<file path="config.mk">
export PLATFORM = sky130hd
export DESIGN_NAME = keypad_integer_calculator_top
export DESIGN_NICKNAME = d
export VERILOG_FILES = /design/src/rtl/kic_pkg.sv /design/src/rtl/kic_alu.sv /design/src/rtl/keypad_integer_calculator_top.sv
export SDC_FILE = /design/constraint.sdc
export NUM_CORES = 1
export LEC_CHECK = 0
export BUFFER_PORTS_ARGS = -buffer_cell sky130_fd_sc_hd__buf_2
export CAP_MARGIN = 20
export CORE_ASPECT_RATIO = 1.75
export CORE_MARGIN = 2
export CORE_UTILIZATION = 35
export DETAILED_ROUTE_END_ITERATION = 8
export GPL_TIMING_DRIVEN = 0
export PLACE_DENSITY_LB_ADDON = 0.25
export SETUP_SLACK_MARGIN = 0.5
export SLEW_MARGIN = 20
export SYNTH_ARGS = -nofsm -noshare
export SYNTH_HDL_FRONTEND = slang
export SYNTH_SLANG_ARGS = --single-unit
</file>
<file path="constraint.sdc">
create_clock -name clk_i -period 6.87 [get_ports clk_i]
set_input_delay 0.687 -clock clk_i [delete_from_list [all_inputs] [get_ports clk_i]]
set_output_delay 0.687 -clock clk_i [all_outputs]
set_load 0.005 [all_outputs]
</file>
<file path="src/rtl/kic_pkg.sv">
// ----------------------------------------------------------------------------
// Keypad integer calculator package
// Key codes, event kinds, controller states and the request bundle that
// the controller hands to the iterative arithmetic unit.
// ----------------------------------------------------------------------------
package kic_pkg;

  // Default datapath width of the calculator.
  localparam int unsigned WORD_BITS_DEF = 32;

  // Width of a key code and of the reported result.
  localparam int unsigned KEY_BITS = 5;
  localparam int unsigned OUT_BITS = 32;

  // Key codes. Codes below KEY_DIV are digits whose value is the code.
  localparam logic [KEY_BITS-1:0] KEY_DIV = 5'd24;
  localparam logic [KEY_BITS-1:0] KEY_MUL = 5'd25;
  localparam logic [KEY_BITS-1:0] KEY_SUB = 5'd26;
  localparam logic [KEY_BITS-1:0] KEY_EQ  = 5'd27;
  localparam logic [KEY_BITS-1:0] KEY_ADD = 5'd28;
  localparam logic [KEY_BITS-1:0] KEY_CLR = 5'd29;

  // Digit weight when a key extends the number being typed.
  localparam int unsigned DIGIT_RADIX = 10;

  // Kind of event reported with each result beat.
  typedef enum logic [2:0] {
    EV_DIGIT   = 3'd0,
    EV_OPER    = 3'd1,
    EV_RESULT  = 3'd2,
    EV_CLEARED = 3'd3,
    EV_NONE    = 3'd4,
    EV_DIVZERO = 3'd5
  } evt_kind_e;

  // Controller states.
  typedef enum logic [1:0] {
    ST_IDLE,
    ST_RUN,
    ST_FINISH
  } state_e;

  // Request to the arithmetic unit.
  typedef struct packed {
    logic start;   // load operands and begin iterating
    logic op_div;  // restoring division instead of shift-and-add
    logic cin;     // carry into the first shift-and-add step
  } alu_req_t;

endpackage

</file>
<file path="src/rtl/kic_alu.sv">
// ----------------------------------------------------------------------------
// Keypad integer calculator iterative arithmetic unit
// Runs WORD_BITS steps of either shift-and-add (p + a*b + cin) or
// restoring division (p / a), one multiplier bit or quotient bit per cycle.
// ----------------------------------------------------------------------------
module kic_alu #(
  parameter int unsigned WORD_BITS = kic_pkg::WORD_BITS_DEF
) (
  input  logic                 clk_i,
  input  logic                 rst_ni,
  input  kic_pkg::alu_req_t    req_i,
  input  logic [WORD_BITS-1:0] a_i,    // addend or divisor
  input  logic [WORD_BITS-1:0] b_i,    // multiplier bits
  input  logic [WORD_BITS-1:0] p_i,    // initial sum or dividend
  output logic                 done_o,
  output logic [WORD_BITS-1:0] res_o
);
  import kic_pkg::*;

  localparam int unsigned CNT_W = $clog2(WORD_BITS);
  localparam logic [CNT_W-1:0] CNT_LAST = CNT_W'(WORD_BITS - 1);

  logic                 busy_q, busy_d;
  logic                 done_q, done_d;
  logic                 div_q, div_d;
  logic                 cin_q, cin_d;
  logic [CNT_W-1:0]     cnt_q, cnt_d;
  logic [WORD_BITS-1:0] a_q, a_d;
  logic [WORD_BITS-1:0] b_q, b_d;
  logic [WORD_BITS-1:0] p_q, p_d;
  logic [WORD_BITS:0]   rem_q, rem_d;

  logic [WORD_BITS-1:0] addend;
  logic [WORD_BITS-1:0] mac_sum;
  logic [WORD_BITS:0]   rem_sh;
  logic [WORD_BITS:0]   rem_diff;

  // One step of each algorithm.
  assign addend   = b_q[0] ? a_q : '0;
  assign mac_sum  = p_q + addend + WORD_BITS'(cin_q);
  assign rem_sh   = {rem_q[WORD_BITS-1:0], p_q[WORD_BITS-1]};
  assign rem_diff = rem_sh - {1'b0, a_q};

  // Iteration control and operand shifting.
  always_comb begin
    busy_d = busy_q;
    done_d = 1'b0;
    div_d  = div_q;
    cin_d  = cin_q;
    cnt_d  = cnt_q;
    a_d    = a_q;
    b_d    = b_q;
    p_d    = p_q;
    rem_d  = rem_q;
    if (req_i.start) begin
      busy_d = 1'b1;
      div_d  = req_i.op_div;
      cin_d  = req_i.cin;
      cnt_d  = '0;
      a_d    = a_i;
      b_d    = b_i;
      p_d    = p_i;
      rem_d  = '0;
    end else if (busy_q) begin
      if (div_q) begin
        // Dividend shifts out at the top, quotient bits enter at the bottom.
        if (!rem_diff[WORD_BITS]) begin
          rem_d = rem_diff;
          p_d   = {p_q[WORD_BITS-2:0], 1'b1};
        end else begin
          rem_d = rem_sh;
          p_d   = {p_q[WORD_BITS-2:0], 1'b0};
        end
      end else begin
        p_d   = mac_sum;
        a_d   = {a_q[WORD_BITS-2:0], 1'b0};
        b_d   = {1'b0, b_q[WORD_BITS-1:1]};
        cin_d = 1'b0;
      end
      cnt_d = cnt_q + 1'b1;
      if (cnt_q == CNT_LAST) begin
        busy_d = 1'b0;
        done_d = 1'b1;
      end
    end
  end

  // Control registers.
  always_ff @(posedge clk_i or negedge rst_ni) begin
    if (!rst_ni) begin
      busy_q <= 1'b0;
      done_q <= 1'b0;
    end else begin
      busy_q <= busy_d;
      done_q <= done_d;
    end
  end

  // Datapath registers.
  always_ff @(posedge clk_i) begin
    div_q <= div_d;
    cin_q <= cin_d;
    cnt_q <= cnt_d;
    a_q   <= a_d;
    b_q   <= b_d;
    p_q   <= p_d;
    rem_q <= rem_d;
  end

  assign done_o = done_q;
  assign res_o  = p_q;

endmodule

</file>
<file path="src/rtl/keypad_integer_calculator_top.sv">
// ----------------------------------------------------------------------------
// Keypad integer calculator
// Unsigned two-operand four-function calculator driven by one key per beat.
// ----------------------------------------------------------------------------
// Each input beat carries one key code and produces exactly one output beat
// with an event kind and a value. Clear, operator and invalid keys and a
// division by zero are answered without the iterative unit. Digit keys and
// equals with a pending operation go through a shared iterative unit that
// takes one step per cycle for WORD_BITS steps (shift-and-add for the digit
// update, sum, difference and product; restoring division for the
// quotient). Keys are taken only in idle, once the result is loaded, while
// the registered output stage, which holds each beat until taken, is free.
module keypad_integer_calculator_top #(
  parameter int unsigned WORD_BITS = kic_pkg::WORD_BITS_DEF
) (
  input  logic        clk_i,
  input  logic        rst_ni,
  input  logic        s_axis_tvalid,
  output logic        s_axis_tready,
  input  logic [7:0]  s_axis_tdata,   // [4:0] key_code, [7:5] zero
  output logic        m_axis_tvalid,
  input  logic        m_axis_tready,
  output logic [31:0] m_axis_tdata,   // [31:0] result_value
  output logic [2:0]  m_axis_tuser    // [2:0] event_kind
);
  import kic_pkg::*;

  state_e               state_q, state_d;
  logic                 phase_q, phase_d;
  logic                 digit_q, digit_d;
  logic [WORD_BITS-1:0] acc_q, acc_d;
  logic [WORD_BITS-1:0] first_q, first_d;
  logic [KEY_BITS-1:0]  pend_q, pend_d;

  logic                 out_valid_q, out_valid_d;
  evt_kind_e            out_kind_q, out_kind_d;
  logic [OUT_BITS-1:0]  out_val_q, out_val_d;

  logic                 out_free;
  logic                 out_load;
  logic                 s_fire;
  logic                 do_restart;
  logic [KEY_BITS-1:0]  key;

  alu_req_t             alu_req;
  logic [WORD_BITS-1:0] alu_a, alu_b, alu_p;
  logic                 alu_done;
  logic [WORD_BITS-1:0] alu_res;

  assign key      = s_axis_tdata[KEY_BITS-1:0];
  assign out_free = !out_valid_q || m_axis_tready;
  assign s_axis_tready = (state_q == ST_IDLE) && out_free;
  assign s_fire   = s_axis_tvalid && s_axis_tready;

  // Next state.
  always_comb begin
    state_d = state_q;
    unique case (state_q)
      ST_IDLE:   if (alu_req.start) state_d = ST_RUN;
      ST_RUN:    if (alu_done) state_d = ST_FINISH;
      ST_FINISH: if (out_free) state_d = ST_IDLE;
      default:   state_d = ST_IDLE;
    endcase
  end

  // Key decoding, operand selection and result formation.
  always_comb begin
    phase_d    = phase_q;
    digit_d    = digit_q;
    acc_d      = acc_q;
    first_d    = first_q;
    pend_d     = pend_q;
    do_restart = 1'b0;
    out_load   = 1'b0;
    out_kind_d = out_kind_q;
    out_val_d  = out_val_q;
    alu_req    = '0;
    alu_a      = '0;
    alu_b      = '0;
    alu_p      = '0;

    unique case (state_q)
      ST_IDLE: begin
        if (s_fire) begin
          if (key < KEY_DIV) begin
            // Digit: acc * 10 + key through the shift-and-add unit.
            alu_req.start = 1'b1;
            alu_a   = acc_q;
            alu_b   = WORD_BITS'(DIGIT_RADIX);
            alu_p   = WORD_BITS'(key);
            digit_d = 1'b1;
          end else if (key == KEY_CLR) begin
            do_restart = 1'b1;
            out_load   = 1'b1;
            out_kind_d = EV_CLEARED;
            out_val_d  = '1;
          end else if (!phase_q) begin
            if (key == KEY_DIV || key == KEY_MUL || key == KEY_SUB ||
                key == KEY_ADD) begin
              first_d    = acc_q;
              pend_d     = key;
              acc_d      = '0;
              phase_d    = 1'b1;
              out_load   = 1'b1;
              out_kind_d = EV_OPER;
              out_val_d  = '0;
            end else begin
              do_restart = 1'b1;
              out_load   = 1'b1;
              out_kind_d = EV_NONE;
              out_val_d  = '1;
            end
          end else if (key != KEY_EQ) begin
            do_restart = 1'b1;
            out_load   = 1'b1;
            out_kind_d = EV_NONE;
            out_val_d  = '1;
          end else begin
            // Equals in the second phase: run the pending operation.
            digit_d = 1'b0;
            case (pend_q)
              KEY_ADD: begin
                alu_req.start = 1'b1;
                alu_p = first_q;
                alu_a = acc_q;
                alu_b = WORD_BITS'(1);
              end
              KEY_SUB: begin
                // first + ~acc + 1
                alu_req.start = 1'b1;
                alu_req.cin   = 1'b1;
                alu_p = first_q;
                alu_a = ~acc_q;
                alu_b = WORD_BITS'(1);
              end
              KEY_MUL: begin
                alu_req.start = 1'b1;
                alu_p = '0;
                alu_a = first_q;
                alu_b = acc_q;
              end
              KEY_DIV: begin
                if (acc_q == '0) begin
                  do_restart = 1'b1;
                  out_load   = 1'b1;
                  out_kind_d = EV_DIVZERO;
                  out_val_d  = '1;
                end else begin
                  alu_req.start  = 1'b1;
                  alu_req.op_div = 1'b1;
                  alu_p = first_q;
                  alu_a = acc_q;
                end
              end
              default: begin
                do_restart = 1'b1;
                out_load   = 1'b1;
                out_kind_d = EV_NONE;
                out_val_d  = '1;
              end
            endcase
          end
        end
      end
      ST_RUN: begin
      end
      ST_FINISH: begin
        if (out_free) begin
          out_load = 1'b1;
          if (digit_q) begin
            acc_d      = alu_res;
            out_kind_d = EV_DIGIT;
            out_val_d  = '0;
          end else begin
            do_restart = 1'b1;
            out_kind_d = EV_RESULT;
            out_val_d  = OUT_BITS'(alu_res);
          end
        end
      end
      default: begin
      end
    endcase

    if (do_restart) begin
      phase_d = 1'b0;
      acc_d   = '0;
      first_d = '0;
      pend_d  = '0;
    end
  end

  // Output stage handshake.
  always_comb begin
    out_valid_d = out_valid_q;
    if (out_load) begin
      out_valid_d = 1'b1;
    end else if (m_axis_tready) begin
      out_valid_d = 1'b0;
    end
  end

  // Control and calculator state.
  always_ff @(posedge clk_i or negedge rst_ni) begin
    if (!rst_ni) begin
      state_q     <= ST_IDLE;
      phase_q     <= 1'b0;
      digit_q     <= 1'b0;
      acc_q       <= '0;
      first_q     <= '0;
      pend_q      <= '0;
      out_valid_q <= 1'b0;
    end else begin
      state_q     <= state_d;
      phase_q     <= phase_d;
      digit_q     <= digit_d;
      acc_q       <= acc_d;
      first_q     <= first_d;
      pend_q      <= pend_d;
      out_valid_q <= out_valid_d;
    end
  end

  // Output payload.
  always_ff @(posedge clk_i) begin
    out_kind_q <= out_kind_d;
    out_val_q  <= out_val_d;
  end

  kic_alu #(
    .WORD_BITS(WORD_BITS)
  ) u_alu (
    .clk_i (clk_i),
    .rst_ni(rst_ni),
    .req_i (alu_req),
    .a_i   (alu_a),
    .b_i   (alu_b),
    .p_i   (alu_p),
    .done_o(alu_done),
    .res_o (alu_res)
  );

  assign m_axis_tvalid = out_valid_q;
  assign m_axis_tdata  = out_val_q;
  assign m_axis_tuser  = out_kind_q;

endmodule

</file>
==> out/metrics.cfg <==
[logic_synthesis]
synth_cells=1608
synth.cell_area_sq_um=14900
synth_top_family_by_area=compound AO/OA/AOI/OAI gates
post-synth-top-area-cell=edfxtp_1
synth-edff-count=133
synth-compound-area-share_pct=23.9
yosysWarningCount=0
mappedNetlistNets=1687
synth_top_area_share_pct=26.8
synth-simple-area-share_pct=15.8
synthFlopType=edfxtp_1
synth_cell_types=82
synth.mux.area_fraction_pct=2.28
asyncSetResetFlopFracSynth_pct=30.9
yosys-top-cells-area=edfxtp_1 (27%), dfrtp_1 (13%), a21oi_1 (5.4%), ha_1 (5.4%), nand2_1 (5.2%)
synth-adder-area-share_pct=5.84
yosysSeqAreaShare_pct=44.5
share_of_the_synthesized_netlist_area_taken_by_xor_and_xnor_gates_pct=3.29
postSynthRegisterBits=246
synth.avg_cell_area_sq_um=9.28

[finish]
post-route-cell-area_sq_um=16800
utilization_pct=39.7
area_delta_synth_final_pct=12.6
count_of_antenna_diodes_in_the_layout=0
final_nets=1765
share_of_cells_above_drive_strength_1_pct=8.68
layoutNonFillerInstCount=2266

[timing]
tightestPinTransition_ns=1.17
slew_headroom_pct=21.5
final.period_utilization_pct=69.0
finalHoldWorstSlack_ns=0.131
final_critical_path_setup_slack_ns=2.13
max_freq_mhz=211
timing.final.setup_violations=0
rsz0062_at_grt=false
timing.clock.skew_ns=0.0292
hold_violations=0
final.min_clock_period_ns=4.74
slew_viol_final=0

[critical_path]
required_ns=7.17
critical_path.reg2reg.startpoint=u_alu.b_q[0]
crit_path_cell_trace=clkbuf_1 -> and2_1 -> fa_1 -> inv_1 -> fa_1 -> nor2b_1 -> o21ai_1 -> a2111oi_0 -> nor2_1 -> a31oi_2 -> a21o_1 -> a21o_1 -> mux2i_1 -> nand2_1
crit_path_top_delay_cell=clkbuf_1
critical_path.endpoint_type=flip-flop
critPathMaxStageDelay_ns=0.59
timing.critical_path.buf_inv=2
worstSetupEndpoint=u_alu.res_o[30]
setup.worst_path.start_class=flip-flop
worst_endpoint_data_arrival_time_ns=5.04
path_delay_family=compound AO/OA/AOI/OAI gates
timing.reg2reg.setup_slack_ns=2.13
critical_path.reg2reg.endpoint=u_alu.res_o[30]
critical_path_peak_fanout=10
cp.depth=14
timing.setup.critical_path_class=flip-flop to flip-flop
r2r.worst_path.cells=14
cp-startpoint=u_alu.b_q[0]

[clock_tree]
holdBufCountCts=0
clock_insertion_delay_worst_skew_ns=0.56
clkSinkCount=246
path_clk_slew_ns=0.07
clock-root-buffer=clkbuf_16
cts.repair.resized=0
cts_max_level=1
tritoncts=yes
clock_path_buffers=3
buffer_count_from_post_cts_setup_fixing=0
cts_made_buffers=25

[detailed_routing]
routed_wirelength_microns=51600
drt_first_iter_violations=1021
drcViolationCount=0
total_number_of_vias=12979
drt.antenna.violating_nets=0
detail_route.wl_per_cell_microns=22.8
post_drt_via_cell_ratio=5.73
first_pass_iters=6

[min_path]
hold_class=primary input to asynchronous set/reset pin

[place]
dp.final_hpwl_microns=39100
numPortBuffers=45
gpl.final_weighted_congestion=0.911
post-place-cells=2220
detailed_place.area_sq_um=16000
placement.setup.worst_slack_ns=2.24

[global_routing]
antenna_found_initial=0
wire_length_of_the_first_global_routing_pass_microns=77800
pin_count_of_the_biggest_net_entering_global_routing=40
grt_pass1_vias=13039
grt_overflow=0
global_route.usage.total_pct=22.8

[floorplanning]
die_w_microns=160
start_util_pct=35.3
die_height_microns=277
ioPinCount=49
dieArea_sq_um=44400
rows=100
core_area_sq_um=42300

[flow_run]
max_cap_viol_count=0

[status]
status=complete, no violations

[pwr]
vdd_drop_max_mv=0.211
power_leakage_nw=6.96
cellPowerDensity_nw_per_um2=521

==> metrics by stage <==
stage / TNS [ns] / power (mW)
floorplan: 0 / 6.01
global placement: -184.26 / 7.26
detailed placement: 0 / 7.35
CTS: 0 / 8.74
global route: 0 / 9.34
finish: 0 / 8.75
==> state kept, by name, indices dropped and copies added (netlist names), 2 cells and up <==
signal	flops
u_alu.res_o	32
u_alu.cnt_q	5
m_axis_tuser	3
u_alu.b_q	32
m_axis_tdata	32
first_q	32
pend_q	5
state_q	2
u_alu.rem_q	32
u_alu.a_q	32
acc_q	32
==> where the power goes <==
group          total [mW]  switching (mW)  leakage, nW  internal [mW]
sequential           2.57           0.408         2.65           2.16
clock                1.36           0.615        0.393          0.749
combinational        4.81            2.87         3.91           1.94
==> layout by cell type, fill, tap and decap left out, types with 7 or more instances in the layout <==
cell type,Yosys,routed
a22o_1,40,40
nand3_1,46,46
ha_1,64,64
clkbuf_16,0,25
xor2_1,21,21
nor3_1,18,18
dfxtp_1,37,37
o21a_1,7,7
xnor2_1,32,32
clkbuf_8,0,7
o21ai_1,11,11
nor4_1,12,11
and2_1,38,38
a21oi_1,160,160
a21o_1,63,63
and3_1,12,12
edfxtp_1,133,133
nand2b_1,14,14
dfrtp_1,76,76
nand2_1,205,204
a31oi_1,12,12
mux2i_1,34,34
o21bai_1,9,9
o21ai_0,90,89
a211oi_1,38,38
nor2_1,133,133
inv_1,60,59
buf_2,23,67
a221oi_1,35,35
clkbuf_1,69,76
a32oi_1,13,13
==> synthesized netlist by cell type (3+ instances only) <==
| library cell | instances |
|---|---|
| nor2b_1 | 6 |
| a211oi_2 | 5 |
| nand4_1 | 6 |
| o21a_1 | 7 |
| dfxtp_1 | 37 |
| a21o_1 | 63 |
| clkbuf_1 | 69 |
| nor4_1 | 12 |
| o21bai_1 | 9 |
| a32oi_1 | 13 |
| nand3_1 | 46 |
| a31oi_1 | 12 |
| nor3_1 | 18 |
| and3_1 | 12 |
| nor3b_1 | 6 |
| o21ai_1 | 11 |
| a21boi_0 | 4 |
| a41oi_1 | 3 |
| nor2_1 | 133 |
| o22ai_1 | 5 |
| xor2_1 | 21 |
| buf_1 | 3 |
| and2_1 | 38 |
| a21oi_1 | 160 |
| ha_1 | 64 |
| inv_1 | 60 |
| buf_2 | 23 |
| nand3b_1 | 3 |
| o31ai_1 | 5 |
| a22o_1 | 40 |
| o21ai_0 | 90 |
| a221oi_1 | 35 |
| mux2i_1 | 34 |
| nand2_1 | 205 |
| a211oi_1 | 38 |
| fa_1 | 3 |
| and4_1 | 3 |
| nand2b_1 | 14 |
| edfxtp_1 | 133 |
| dfrtp_1 | 76 |
| xnor2_1 | 32 |
==> worst min-delay path by stage <==
stage	depth (start not counted)	slack [ns]	to
2_1_floorplan	0	0.39	acc_q[0]
3_3_place_gp	1	0.45	state_q[0]
3_5_place_dp	1	0.46	state_q[0]
4_1_cts	1	0.14	acc_q[1]
5_1_grt	1	0.16	acc_q[3]
6_report	1	0.13	acc_q[3]
==> area by class of cell <==
type,count,area (sq um)
fill,4350,25500
multi-input combinational,1202,7640
sequential,246,6640
clock buffer,39,748
tap,561,702
buffer,99,442
timing repair buffer,51,370
inverter,61,229
clock inverter,7,41.3
==> worst register-to-register path, stage by stage (launching register included) <==
cell       delay, ns
edfxtp_1        0.47
clkbuf_1        0.59
and2_1          0.25
fa_1            0.27
inv_1           0.08
fa_1            0.42
nor2b_1         0.18
o21ai_1         0.15
a2111oi_0       0.48
nor2_1          0.20
a31oi_2         0.52
a21o_1          0.27
a21o_1          0.18
mux2i_1         0.36
nand2_1         0.08
==> per-layer routing <==
metal  global-route usage (%)  part of all wire, %  up-vias
li1                         -                    -     6053
met4                     13.4                  6.3        0
met3                     1.99                  4.9      143
met2                     43.1                   53      469
met1                     24.6                   36     6314
met5                        0                    0        -
==> logic make-up after synthesis <==
family          Yosys count
flops                   246
mux                      34
simple gates            514
fa+ha+maj                68
compound gates          532
xor+xnor                 54
buf+inv                 160
Note: power is estimated with default switching activity, not from simulation.
